## config.mk

```make
export PLATFORM = sky130hd
export DESIGN_NAME = msdu_merge
export DESIGN_NICKNAME = d
export VERILOG_FILES = /design/src/msdu_pkg.sv /design/src/msdu_merge.sv
export SDC_FILE = /design/constraint.sdc
export NUM_CORES = 1
export LEC_CHECK = 0
export CAP_MARGIN = 30
export CORE_AREA = 5 5 87 89
export CTS_CLUSTER_DIAMETER = 100
export DETAILED_ROUTE_END_ITERATION = 10
export DIE_AREA = 0 0 92 94
export DONT_BUFFER_PORTS = 1
export PLACE_DENSITY = 0.4
export SLEW_MARGIN = 20
export SYNTH_ARGS = -nofsm -noshare
export SYNTH_HDL_FRONTEND = slang
export SYNTH_SLANG_ARGS = --single-unit
```

## constraint.sdc

```tcl
create_clock -name clock -period 4.3 [get_ports clock]
set_clock_uncertainty 0.15 [all_clocks]
set_input_delay 0.43 -clock clock [delete_from_list [all_inputs] [get_ports clock]]
set_output_delay 0.43 -clock clock [all_outputs]
set_load 0.01 [all_outputs]
```

## src/msdu_pkg.sv

```systemverilog
// Shared constants and types for the multi-channel smoothing debouncer.
package msdu_pkg;

   localparam int CHANNELS_DEF      = 16;
   localparam int FRACTION_BITS_DEF = 16;
   localparam int MAX_LIVE          = 16;
   localparam int PIN_W             = 16;
   localparam int EN_W              = 16;
   localparam int CFG_W             = 17;
   localparam int CH_W              = 4;

   localparam logic [CFG_W-1:0] DECAY_RST = 17'd1966;

   typedef enum logic [1:0] {
      CSR_DECAY    = 2'd0,
      CSR_ACTIVATE = 2'd1,
      CSR_RELEASE  = 2'd2,
      CSR_ENABLE   = 2'd3
   } csr_index_type;

   typedef struct packed {
      logic capture;
      logic update;
   } lane_cmd_type;

endpackage

```

## src/msdu_merge.sv

```systemverilog
// Event merger: holds the transition mask of one tick and emits events in channel order.
module msdu_merge #(
   parameter int LANES = 16
) (
   input  logic                        clock,
   input  logic                        reset,
   input  logic                        load,
   input  logic [LANES-1:0]            evt_mask,
   input  logic [LANES-1:0]            act_mask,
   output logic                        idle,
   output logic                        rsp_valid,
   input  logic                        rsp_ready,
   output logic [msdu_pkg::CH_W-1:0]   rsp_channel,
   output logic                        rsp_now_active,
   output logic                        rsp_last_event
);
   import msdu_pkg::*;

   logic [LANES-1:0] pend_ff, pend_in;
   logic [LANES-1:0] act_ff, act_in;
   logic             valid_ff, valid_in;
   logic [CH_W-1:0]  chan_ff, chan_in;
   logic             now_ff, now_in;
   logic             last_ff, last_in;
   logic [LANES-1:0] lowest;
   logic [LANES-1:0] rest;
   logic [CH_W-1:0]  sel;
   logic             slot_free;
   logic             pop;

   always_comb begin
      lowest = '0;
      sel    = '0;
      for (int i = LANES - 1; i >= 0; i--) begin
         if (pend_ff[i]) begin
            lowest = LANES'(1) << i;
            sel    = CH_W'(i);
         end
      end
   end

   assign rest      = pend_ff & ~lowest;
   assign slot_free = !valid_ff || rsp_ready;
   assign pop       = slot_free && (pend_ff != '0);
   assign idle      = (pend_ff == '0);

   always_comb begin
      pend_in  = pend_ff;
      act_in   = act_ff;
      valid_in = valid_ff && !rsp_ready;
      chan_in  = chan_ff;
      now_in   = now_ff;
      last_in  = last_ff;
      if (load) begin
         pend_in = evt_mask;
         act_in  = act_mask;
      end else if (pop) begin
         pend_in  = rest;
         valid_in = 1'b1;
         chan_in  = sel;
         now_in   = |(lowest & act_ff);
         last_in  = (rest == '0);
      end
   end

   always_ff @(posedge clock) begin
      if (reset) begin
         pend_ff  <= '0;
         valid_ff <= 1'b0;
      end else begin
         pend_ff  <= pend_in;
         valid_ff <= valid_in;
      end
   end

   always_ff @(posedge clock) begin
      act_ff  <= act_in;
      chan_ff <= chan_in;
      now_ff  <= now_in;
      last_ff <= last_in;
   end

   assign rsp_valid      = valid_ff;
   assign rsp_channel    = chan_ff;
   assign rsp_now_active = now_ff;
   assign rsp_last_event = last_ff;

   a_load_when_empty: assert property (@(posedge clock) disable iff (reset)
      load |-> (pend_ff == '0))
      else $error("event mask loaded over pending events");

   a_events_kept: assert property (@(posedge clock) disable iff (reset)
      (pend_ff != '0) |=> ((pend_ff != '0) || valid_ff))
      else $error("pending events vanished");

   a_pop_one: assert property (@(posedge clock) disable iff (reset)
      pop |=> ($countones(pend_ff) == $countones($past(pend_ff)) - 1))
      else $error("pop did not retire exactly one event");

endmodule
```

==> flow_summary_export.csv <==
group,metric,value,unit
synth,synthCells,194,
timing,hold_violations,0,
final_layout,seqCellArea,1001,um2
detailed_routing,firstDrtPassIters,4,
critical_path,critPathCaptureType,"output port",
detailed_routing,vias,1446,
global_route,use_met3,3.526,%
placement,pre_cts_slack,2.330,ns
critical_path,max_stage_delay,0.49,ns
global_route,top_usage_layer,"met2",
synth,synth_top_area_share,34.13,%
synth,yosysUniqueCellTypes,47,
die,die_y,94,um
critical_path,required,3.72,ns
global_route,grt_use_total,11.45,%
power,p_per_area,390.0,nW/um2
synth,synth_largest_area_cell,"edfxtp_1",
placement,dp_hpwl,3422,um
final_layout,drive_above_1_share,10.16,%
die,initial_utilization,28.97,%
critical_path,path_cells,"nor4_4, nand2_2, nor2_1",
timing,rsz0062_at_grt,"no",
synth,ys_warn_count,0,
global_route,antenna_found_initial,0,
timing,worst_pin_slew,0.5527,ns
critical_path,cp.arrival,1.68,ns
timing,slew_violations,0,
power,power_leakage,0.6553,nW
detailed_routing,vias_per_cell,5.416,
clock_network,htreeDepth,2,
critical_path,crit_path_start_kind,"flip-flop",
synth,netlist_top_cells_area,"edfxtp_1 (34%), dfxtp_1 (18%), a21oi_1 (6.7%), nand2_1 (5.2%), o211ai_1 (3.5%)",
critical_path,slowest_stage,"nor4_4",
timing,setup_viol,0,
placement,io_buffers,0,
global_route,grt_pass1_vias,1449,
synth,ys_ff_latch,39,
clock_network,clock_latency,0.29,ns
synth,ys_async_sr_fraction,0,%
clock_network,root_buffer,"clkbuf_8",
clock_network,post_cts_buffers,0,
critical_path,worst-path-max-fanout,13,
status,outcome,"completed",
final_layout,multi_input_area,847.1,um2
timing,slew_headroom,63.11,%
final_layout,utilization,30.52,%
die,die_w,92,um
min_path,min_path_type,"in -> reg",
timing,period_share,52.49,%
final_layout,fin_area,2039,um2
final_layout,syn_to_final_growth,5.365,%
synth,synth.cell_area,1936,um2
global_route,met2_usage,17.46,%
detailed_routing,drc_errors,0,
die,dieArea,8648,um2
critical_path,cp.depth,3,
flow_run,maxCapViolCount,0,
clock_network,ctsResizeCount,0,
final_layout,final_cell_mix,"nand2_1 (27), a21oi_1 (26), edfxtp_1 (22)",
synth,synth_edf_count,22,
min_path,min_path_cells,1,
placement,gp_congestion,0.8649,
critical_path,path_class,"reg -> out",
timing,tns,0,ns
detailed_routing,drt-total-wl,4692,um
critical_path,critical_path.top_delay_family,"simple AND/OR/NAND/NOR gates",
global_route,grt_pass1_wl,7583,um
power,peakVddDrop,172.1,uV
clock_network,cts.sinks,39,
detailed_routing,wire_per_inst,17.57,um
die,num_io_pins,44,
timing,setup_ws,2.043,ns
detailed_routing,drtAntennaViolNets,0,
final_layout,insertedDiodeCount,0,
global_route,overflow,0,
die,core_area,6681,um2
critical_path,rr_worst_depth,5,
die,fp-row-count,30,
synth,synthFlopType,"edfxtp_1",
final_layout,fillCellCount,693,
timing,period_needed,2.257,ns
global_route,use_met1,15.27,%
clock_network,clk_pin_slew_worst_paths,0.08,ns
placement,post_dp_cell_area,1959,um2
synth,synth_area_per_cell,9.977,um2
clock_network,cts.path.max_buffers,2,
final_layout,fin_nets,222,
clock_network,numCtsBuffers,5,
clock_network,holdBufCountCts,0,
synth,synth_nets,230,
detailed_routing,drtIter0Drc,151,
final_layout,final_common_cell,"nand2_1",
critical_path,crit_buf_inv,0,
synth,yosysSeqAreaShare,51.71,%
global_route,grt_max_degree,36,
clock_network,cts_tree,"yes",
timing,fmax,443.1,MHz
[synth_stat cells, drive strengths merged, types with 5 or more instances]
cell type	instances
nor3	6
buf	5
nand3	9
clkbuf	10
nand2	28
dfxtp	17
o211ai	9
edfxtp	22
o21ai	8
nor2	15
a21oi	26
nor4	5
[worst reg2reg max path: stages (launching register included)]
cell      delay, ns
dfxtp_1        0.44
nor4_4         0.49
nand3_2        0.18
o41ai_2        0.23
o221ai_1       0.18
nor3_2         0.17
[flip-flops by register name, indices dropped and copies added, names as in the netlist]
| register | count |
|---|---|
| pend_ff | 16 |
| rsp_valid | 1 |
| rsp_now_active | 1 |
| act_ff | 16 |
| rsp_channel | 4 |
| rsp_last_event | 1 |
[stage by stage]
step	std cells	total power, mW	hold slack, ns
floorplan	194	0.5484	0.3606
global placement	259	0.5680	0.3517
detailed placement	259	0.5692	0.3541
CTS	267	0.8054	0.03372
global route	267	0.8411	0.02969
finish	267	0.7954	0.05275
[cell type report]
| cell class | instances | area share (%) |
|---|---|---|
| inverters | 3 | 0.5521 |
| flip-flops and latches | 39 | 49.08 |
| clock inverters | 2 | 0.3681 |
| clock buffers | 6 | 3.558 |
| multi-input cells | 137 | 41.53 |
| well taps | 80 | 4.908 |
[where the power goes]
part / internal (mW) / switching [mW]
clock: 0.111 / 0.124
combinational: 0.0403 / 0.0590
sequential: 0.428 / 0.0337
[cell families (layout without fill, tap and decap cells)]
logic type / Yosys count / after routing / synth area share (%)
and+or+nand+nor: 72 / 72 / 20.23
adders and majority gates: 2 / 2 / 1.034
AOI/OAI and AO/OA: 63 / 63 / 22.50
DFF: 39 / 39 / 51.71
buffers and inverters: 18 / 11 / 4.525
[path summary, 6_finish.rpt]
kind | slack (ns) | start | to
hold reg to reg | 0.44 | pend_ff[15]$_SDFFE_PP0P_ | pend_ff[15]$_SDFFE_PP0P_
hold / removal | 0.05 | reset | rsp_valid$_SDFF_PP0_
setup reg to reg | 2.32 | pend_ff[4]$_SDFFE_PP0P_ | rsp_last_event$_DFFE_PP_
setup / recovery | 2.04 | pend_ff[4]$_SDFFE_PP0P_ | idle
[layer usage]
| metal | wire, um | part of all wire [%] |
|---|---|---|
| met5 | 0 | 0 |
| met1 | 2368 | 50 |
| met4 | 69 | 1.5 |
| met2 | 2045 | 44 |
| met3 | 209 | 4.5 |
Note: power is estimated with default switching activity, not from simulation.
