$ cat src/msdu_pkg.sv
// Shared constants and types for the multi-channel smoothing debouncer.
package msdu_pkg;

   localparam int CHANNELS_DEF      = 16;
   localparam int FRACTION_BITS_DEF = 16;
   localparam int MAX_LIVE          = 16;
   localparam int PIN_W             = 16;
   localparam int EN_W              = 16;
   localparam int CFG_W             = 17;
   localparam int CH_W              = 4;

   localparam logic [CFG_W-1:0] DECAY_RST = 17'd1966;

   typedef enum logic [1:0] {
      CSR_DECAY    = 2'd0,
      CSR_ACTIVATE = 2'd1,
      CSR_RELEASE  = 2'd2,
      CSR_ENABLE   = 2'd3
   } csr_index_type;

   typedef struct packed {
      logic capture;
      logic update;
   } lane_cmd_type;

endpackage

$ cat src/msdu_lane.sv
// One channel lane: smoothing multiply stage and level, hysteresis state update.
module msdu_lane #(
   parameter int FRACTION_BITS = 16,
   parameter int CMP_W         = 17
) (
   input  logic                         clock,
   input  logic                         reset,
   input  msdu_pkg::lane_cmd_type       cmd,
   input  logic                         enable,
   input  logic                         pin,
   input  logic [FRACTION_BITS:0]       decay,
   input  logic [CMP_W-1:0]             act_thr,
   input  logic [CMP_W-1:0]             rel_thr,
   output logic                         lane_event,
   output logic                         lane_active
);
   import msdu_pkg::*;

   localparam int LEVEL_W = FRACTION_BITS + 1;
   localparam int PROD_W  = 2 * LEVEL_W;
   localparam int SUM_W   = LEVEL_W + 1;
   localparam logic [LEVEL_W-1:0] ONE = LEVEL_W'(1) << FRACTION_BITS;

   logic [LEVEL_W-1:0] level_ff, level_in;
   logic               trig_ff, trig_in;
   logic [LEVEL_W-1:0] q_ff, q_in;
   logic               pin_ff, pin_in;
   logic [PROD_W-1:0]  prod;
   logic [SUM_W-1:0]   sum;
   logic [LEVEL_W-1:0] lvl;
   logic [CMP_W-1:0]   lvl_c;

   assign prod = {{LEVEL_W{1'b0}}, level_ff} * {{LEVEL_W{1'b0}}, decay};

   always_comb begin
      q_in   = q_ff;
      pin_in = pin_ff;
      if (cmd.capture) begin
         q_in   = prod[FRACTION_BITS +: LEVEL_W];
         pin_in = pin;
      end
   end

   assign sum   = {1'b0, level_ff} - {1'b0, q_ff} + (pin_ff ? {1'b0, decay} : SUM_W'(0));
   assign lvl   = (sum > {1'b0, ONE}) ? ONE : sum[LEVEL_W-1:0];
   assign lvl_c = CMP_W'(lvl);

   always_comb begin
      level_in   = level_ff;
      trig_in    = trig_ff;
      lane_event = 1'b0;
      if (cmd.update) begin
         if (!enable) begin
            level_in = ONE;
            trig_in  = 1'b0;
         end else begin
            level_in = lvl;
            if (!trig_ff && (lvl_c < act_thr)) begin
               trig_in    = 1'b1;
               lane_event = 1'b1;
            end else if (trig_ff && (lvl_c > rel_thr)) begin
               trig_in    = 1'b0;
               lane_event = 1'b1;
            end
         end
      end
   end

   assign lane_active = trig_in;

   always_ff @(posedge clock) begin
      if (reset) begin
         level_ff <= ONE;
         trig_ff  <= 1'b0;
      end else begin
         level_ff <= level_in;
         trig_ff  <= trig_in;
      end
   end

   always_ff @(posedge clock) begin
      q_ff   <= q_in;
      pin_ff <= pin_in;
   end

endmodule

$ cat config.mk
export PLATFORM = sky130hd
export DESIGN_NAME = msdu_lane
export DESIGN_NICKNAME = d
export VERILOG_FILES = /design/src/msdu_pkg.sv /design/src/msdu_lane.sv
export SDC_FILE = /design/constraint.sdc
export NUM_CORES = 1
export LEC_CHECK = 0
export ABC_AREA = 1
export BUFFER_PORTS_ARGS = -buffer_cell sky130_fd_sc_hd__buf_2
export CAP_MARGIN = 25
export CELL_PAD_IN_SITES_DETAIL_PLACEMENT = 0
export CELL_PAD_IN_SITES_GLOBAL_PLACEMENT = 1
export CORE_ASPECT_RATIO = 1.5
export CORE_MARGIN = 1
export CORE_UTILIZATION = 52
export CTS_CLUSTER_SIZE = 14
export DETAILED_ROUTE_END_ITERATION = 12
export PLACE_DENSITY = 0.95
export SLEW_MARGIN = 10
export SYNTH_ARGS = -nofsm -noshare
export SYNTH_HDL_FRONTEND = slang
export SYNTH_SLANG_ARGS = --single-unit
$ cat constraint.sdc
create_clock -name clock -period 16.9 [get_ports clock]
set_clock_uncertainty 0.1 [all_clocks]
set_input_delay 1.69 -clock clock [delete_from_list [all_inputs] [get_ports clock]]
set_output_delay 1.69 -clock clock [all_outputs]
set_load 0.01 [all_outputs]
==> metrics.cfg, run 1 <==
[synth]
syn-instance-count=1797
synth_ff_type=edfxtp_1
synth-compound-area-share=0.0586
ys_ff_latch=36
async_flop_share=0
yosys_warnings=0
syn-num-nets=2245
syn_area_mm2=0.0134
synth-edff-count=18
synth_xor_area_frac=0.0163
synth_cell_type_count=44
synth_area_per_cell_um2=7.43
synth_top_family_by_area=adder cells
yosysSeqAreaShare=0.0674
synth_fa_ha_area_frac=0.500
synthSimpleGateAreaFrac=0.187
yosys-mux-area-fraction=0

[power]
pwr-share-seq=0.112
vdd_drop_max_mv=0.0593
swShare=0.578
combPwrFrac=0.822
p_per_area_mw_per_mm2=102
leakagePower_nw=8.06
p_sw_w=0.000824
power_frac_clock=0.066
internal-power_w=0.000601

[layout]
layout.nets=2245
postLayoutCoreUtil=0.556
drive_above_1_share=0.0645
diodes=0
final_common_cell=inv_1
final_cell_mix=inv_1 (520), nand2_1 (484), fa_1 (238)
instances_no_fill=2126
syn2layout_area_growth_pct=4.60

[floorplan]
coreArea_mm2=0.0251
die_y_um=198
pin_count=59
initial_utilization=0.531
die-area_mm2=0.0264
rows=71
chipWidth_um=133

[worst_setup_path]
crit_end=lane_active
cp-end-kind=output port
crit_arrival_ps=6470
cp_slowest_cell=fa_1
timing.rr.end=q_ff[16]$_DFFE_PP_
slowest_delay_ps=510
critPathLaunch=decay[1]
cp_common_cell=nand2_1
startpoint_type=input port
crit-reg2reg-launch=level_ff[6]$_SDFFE_PP0P_
crit_type=input port to output port
r2r_slack_ps=10050
cp_max_fo=17
r2r_cells=20
crit_required_ps=15110

[clock_network]
clk_latency_ps=290
postCtsHoldBufs=0
cts_buffer_depth=2
post_cts_resized=0
cts_made_buffers=5
cts.sinks=36
root_buffer=clkbuf_16
htreeDepth=2
clk_pin_slew_ps=60
cts_tree=yes
post_cts_buffers=0

[placement]
gp_congestion=0.928
hpwl_um=28700
portBuffers=58
dp_cells=2118

[route]
dr.pass1.iters=6
drc=0
antenna_left=0
viasPerCell=5.19
drt-initial-drc-count=599
wl_per_cell_um=16.1
vias=11000
routed_wl_um=34300

[global_route]
grt_max_degree=20
gr-total-overflow=0
grt_pass1_vias=11600
grt_usage=0.277
grt_pass1_wl_um=56400
antenna_found_initial=0

[sta]
slew_headroom=0.328
fmax_ghz=0.121
setup_viol=0
period_needed_ps=8260
maxSlewViolCount=0
period_share=0.489
hold_viol=0
rsz0062_at_grt=no
worst_pin_slew_ps=1010
fin_tns_setup_ps=0

[worst_hold_path]
hold_class=flop to flop

[run_status]
status=completed

[flow_run]
drv_cap=0

==> through the flow <==
step	setup slack, ps	hold slack (ps)	instance area (um^2)	power (W)
5_1_grt	8260	437	14000	0.00160
6_report	8640	424	14000	0.00142
4_1_cts	8670	413	14000	0.00144
3_3_place_gp	8750	395	13800	0.00131
3_5_place_dp	8680	404	13800	0.00133
2_1_floorplan	9400	381	13400	0.00102
==> worst max-delay path, delay by kind of cell <==
kind                       cells  cell delay [ps]
and+or+nand+nor               17             1670
AOI/OAI and AO/OA              6             1070
buffers and inverters          5              750
adders and majority gates      3             1280
==> synthesized netlist by cell type (2+ instances only) <==
cell type,number,share of area
buf_1,3,0.00084
dfxtp_1,18,0.027
nand2_1,484,0.14
nor2_4,8,0.0067
nor2_2,5,0.0023
o21ai_0,35,0.013
nand3_1,23,0.0086
edfxtp_1,18,0.040
ha_1,153,0.14
a21o_1,4,0.0022
o21bai_1,4,0.0022
xnor2_1,8,0.0052
a22oi_1,2,0.0011
clkinv_1,2,0.00056
a21oi_1,78,0.029
o21a_1,4,0.0022
inv_1,520,0.15
nand4_1,10,0.0047
fa_1,238,0.36
clkbuf_1,70,0.020
a21oi_2,3,0.0020
nor3_2,2,0.0015
a221oi_1,3,0.0020
inv_2,5,0.0014
nor2_1,41,0.012
a211oi_1,2,0.0011
nand2_2,10,0.0047
o31ai_1,2,0.0011
nand3b_1,4,0.0022
xor2_1,15,0.0098
nor3_1,8,0.0030
nand3_2,3,0.0022
==> routing by layer <==
| metal | track usage | routed length (um) | share of wire |
|---|---|---|---|
| met1 | 0.301 | 12300 | 0.36 |
| met2 | 0.523 | 18300 | 0.53 |
| met3 | 0.0266 | 1790 | 0.052 |
| met4 | 0.152 | 1950 | 0.057 |
| met5 | 0 | 0 | 0 |
==> power by group through the flow <==
| stage | Clock [W] | Combinational [W] | Sequential, W |
|---|---|---|---|
| 3_5_place_dp | 0 | 0.00117 | 0.000161 |
| 2_1_floorplan | 0 | 0.000882 | 0.000141 |
| 3_3_place_gp | 0 | 0.00115 | 0.000160 |
| 4_1_cts | 0.0000960 | 0.00118 | 0.000159 |
| 6_report | 0.0000942 | 0.00117 | 0.000159 |
| 5_1_grt | 0.0000992 | 0.00134 | 0.000163 |
==> state kept, by name (all words and copies together), names as in the netlist <==
name and count:
pin_ff 1, level_ff 17, q_ff 17, trig_ff 1
==> worst min-delay path by stage <==
stage | startpoint | end | cells after the start
floorplan | trig_ff$_SDFF_PP0_ | trig_ff$_SDFF_PP0_ | 2
global placement | trig_ff$_SDFF_PP0_ | trig_ff$_SDFF_PP0_ | 2
detailed placement | trig_ff$_SDFF_PP0_ | trig_ff$_SDFF_PP0_ | 2
CTS | trig_ff$_SDFF_PP0_ | trig_ff$_SDFF_PP0_ | 2
global route | trig_ff$_SDFF_PP0_ | trig_ff$_SDFF_PP0_ | 2
finish | trig_ff$_SDFF_PP0_ | trig_ff$_SDFF_PP0_ | 2
==> cell type report <==
class	instances	area, um^2
multi-input cells	1158	10200
repair buffers	68	365
flip-flops and latches	36	901
clock inverters	1	5.00
well taps	328	410
fillers	2363	11200
clock buffers	7	133
inverters	528	1980
==> kinds of logic (layout without fill, tap and decap cells) <==
logic type,count (synthesis),in the layout
AOI/OAI and AO/OA,140,140
xor gates and xnor gates,24,24
adders and majority gates,391,391
buffers and inverters,603,604
DFF,36,36
and+or+nand+nor,603,603
(Power assumes the default switching activity.)
==> run 2, diff against run 1 <==
CORE_UTILIZATION = 44   (was 52)
PLACE_DENSITY = 0.88   (was 0.95)
clock period = 7.2 ns   (was 16.9 ns; I/O delays follow)
==> metrics.cfg, run 2 (same netlist as run 1, synthesis figures left out) <==
[route]
wl_met2_um=19300  ; +5.6%
viasPerCell=4.98  ; -3.9%
routed_wl_um=36400  ; +6.2%
drc=0  ; unchanged
vias=11000  ; -0.45%
wl_met1_um=13200  ; +6.6%
highest_layer=met4
wl_met3_um=1880  ; +5.1%
wl_per_cell_um=16.6  ; +2.5%
antenna_left=0  ; unchanged
drt-initial-drc-count=575  ; -4.0%
dr.pass1.iters=5  ; -1

[floorplan]
rows=77  ; +8.5%
coreArea_mm2=0.0297  ; +18%
chipWidth_um=144  ; +8.6%
initial_utilization=0.450  ; -0.0812
die_y_um=215  ; +8.6%
pin_count=59  ; unchanged
die-area_mm2=0.0311  ; +18%

[sta]
hold_viol=0  ; unchanged
slew_headroom=0.356  ; +0.0278
rsz0062_at_grt=no
fmax_ghz=0.148
hold_ws_ps=440  ; +16.3 ps
setup_viol=0  ; unchanged
period_share=0.938
fin_tns_setup_ps=0  ; unchanged
maxSlewViolCount=0  ; unchanged
worst_pin_slew_ps=965  ; -41.6 ps
period_needed_ps=6750

[placement]
hpwl_um=31400  ; +9.3%
portBuffers=58  ; unchanged
gp_congestion=0.904  ; -2.7%
placedInstanceArea_mm2=0.0140  ; +1.1%

[clock_network]
cts_tree=yes
cts_made_buffers=5  ; unchanged
post_cts_resized=0  ; unchanged
htreeDepth=2  ; unchanged
cts_buffer_depth=2  ; unchanged
cts.sinks=36  ; unchanged
root_buffer=clkbuf_16
clk_latency_ps=300  ; about the same
post_cts_buffers=0  ; unchanged
clk_pin_slew_ps=70  ; about the same
postCtsHoldBufs=0  ; unchanged

[layout]
syn2layout_area_growth_pct=5.98
layout.nets=2254  ; +0.40%
finalInstanceArea_mm2=0.0142  ; +1.3%
top_regs=level_ff: 17 flops, q_ff: 17 flops
drive_above_1_share=0.0703  ; +0.00577
diodes=0  ; unchanged
final_cell_mix=inv_1 (520), nand2_1 (484), fa_1 (238)
final_common_cell=inv_1

[worst_setup_path]
crit_type=flop to output port
slowest_delay_ps=890  ; +380 ps
cp_slowest_cell=dfxtp_1
cp_common_cell=nand2_1
crit_required_ps=6380  ; -8730 ps
cp_max_fo=18  ; +1
startpoint_type=flop
crit_arrival_ps=5930  ; -540 ps
cp-end-kind=output port

[power]
leakagePower_nw=8.12  ; +0.73%
pwr-share-seq=0.124  ; +0.012
p_per_area_mw_per_mm2=241  ; +140%
internal-power_w=0.00146  ; +140%
p_sw_w=0.00195  ; +140%
power_frac_clock=0.081  ; +0.015
swShare=0.572  ; -0.00658
vdd_drop_max_mv=0.134  ; +130%
combPwrFrac=0.795  ; -0.027

[global_route]
antenna_found_initial=0  ; unchanged
gr-total-overflow=0  ; unchanged
grt_pass1_wl_um=59900  ; +6.1%
grt_max_degree=20  ; unchanged
grt_usage=0.254  ; -0.0228
grt_pass1_vias=12000  ; +3.4%

[flow_run]
drv_cap=0  ; unchanged

[worst_hold_path]
hold_class=flop to flop

[run_status]
status=completed

-- run 2: cell types whose count changed in the layout (fill, tap and decap cells not counted) --
cell	previous run	this run
buf_4	10	19
bufinv_16	0	1
clkinvlp_4	0	1
clkinv_2	1	0
inv_6	0	1
clkbuf_1	2	0
-- run 2: worst max-delay path, delay by kind of cell, from the launching register on --
| kind | cells | cell delay (ps) |
|---|---|---|
| AOI/OAI and AO/OA | 5 | 1010 |
| and+or+nand+nor | 17 | 1920 |
| DFF | 1 | 890 |
| adders and majority gates | 3 | 1230 |
| buffers and inverters | 5 | 570 |
-- run 2: power by group through the flow --
stage / Sequential (W) / Combinational [W] / Clock, W
2_1_floorplan: 0.000332 / 0.00207 / 0
6_report: 0.000421 / 0.00271 / 0.000276
4_1_cts: 0.000418 / 0.00274 / 0.000282
3_5_place_dp: 0.000423 / 0.00270 / 0
3_3_place_gp: 0.000424 / 0.00267 / 0
5_1_grt: 0.000424 / 0.00310 / 0.000284
-- run 2: final timing paths --
kind / startpoint / endpoint / slack [ps] / depth (start not counted)
min reg2reg: trig_ff$_SDFF_PP0_ / trig_ff$_SDFF_PP0_ / 440 / 2
min: trig_ff$_SDFF_PP0_ / trig_ff$_SDFF_PP0_ / 440 / 2
max reg2reg: level_ff[6]$_SDFFE_PP0P_ / q_ff[16]$_DFFE_PP_ / 700 / 20
max: level_ff[1]$_SDFFE_PP0P_ / lane_active / 450 / 30
-- run 2: cell type report --
class,count,area [um^2]
Fill cell,3004,15500
Multi-Input combinational cell,1158,10200
Inverter,528,1980
Sequential cell,36,901
Tap cell,395,494
Timing Repair Buffer,77,433
Clock buffer,5,125
Clock inverter,3,46.3
-- run 2: per-stage QoR --
stage / util / instances / worst slack [ps] / total power (W)
after detailed placement: 0.471 / 2194 / 597 / 0.00312
after CTS: 0.477 / 2202 / 440 / 0.00344
after floorplan: - / 1797 / 799 / 0.00240
after global routing: 0.477 / 2202 / 9.89 / 0.00381
final: 0.477 / 2202 / 446 / 0.00341
after global placement: 0.471 / 2194 / 612 / 0.00309
-- run 2: per-layer routing --
layer | vias to the layer above | GRT usage
met2 | 346 | 0.469
met3 | 110 | 0.0297
met5 | - | 0
met1 | 5294 | 0.277
met4 | 0 | 0.138
li1 | 5226 | -
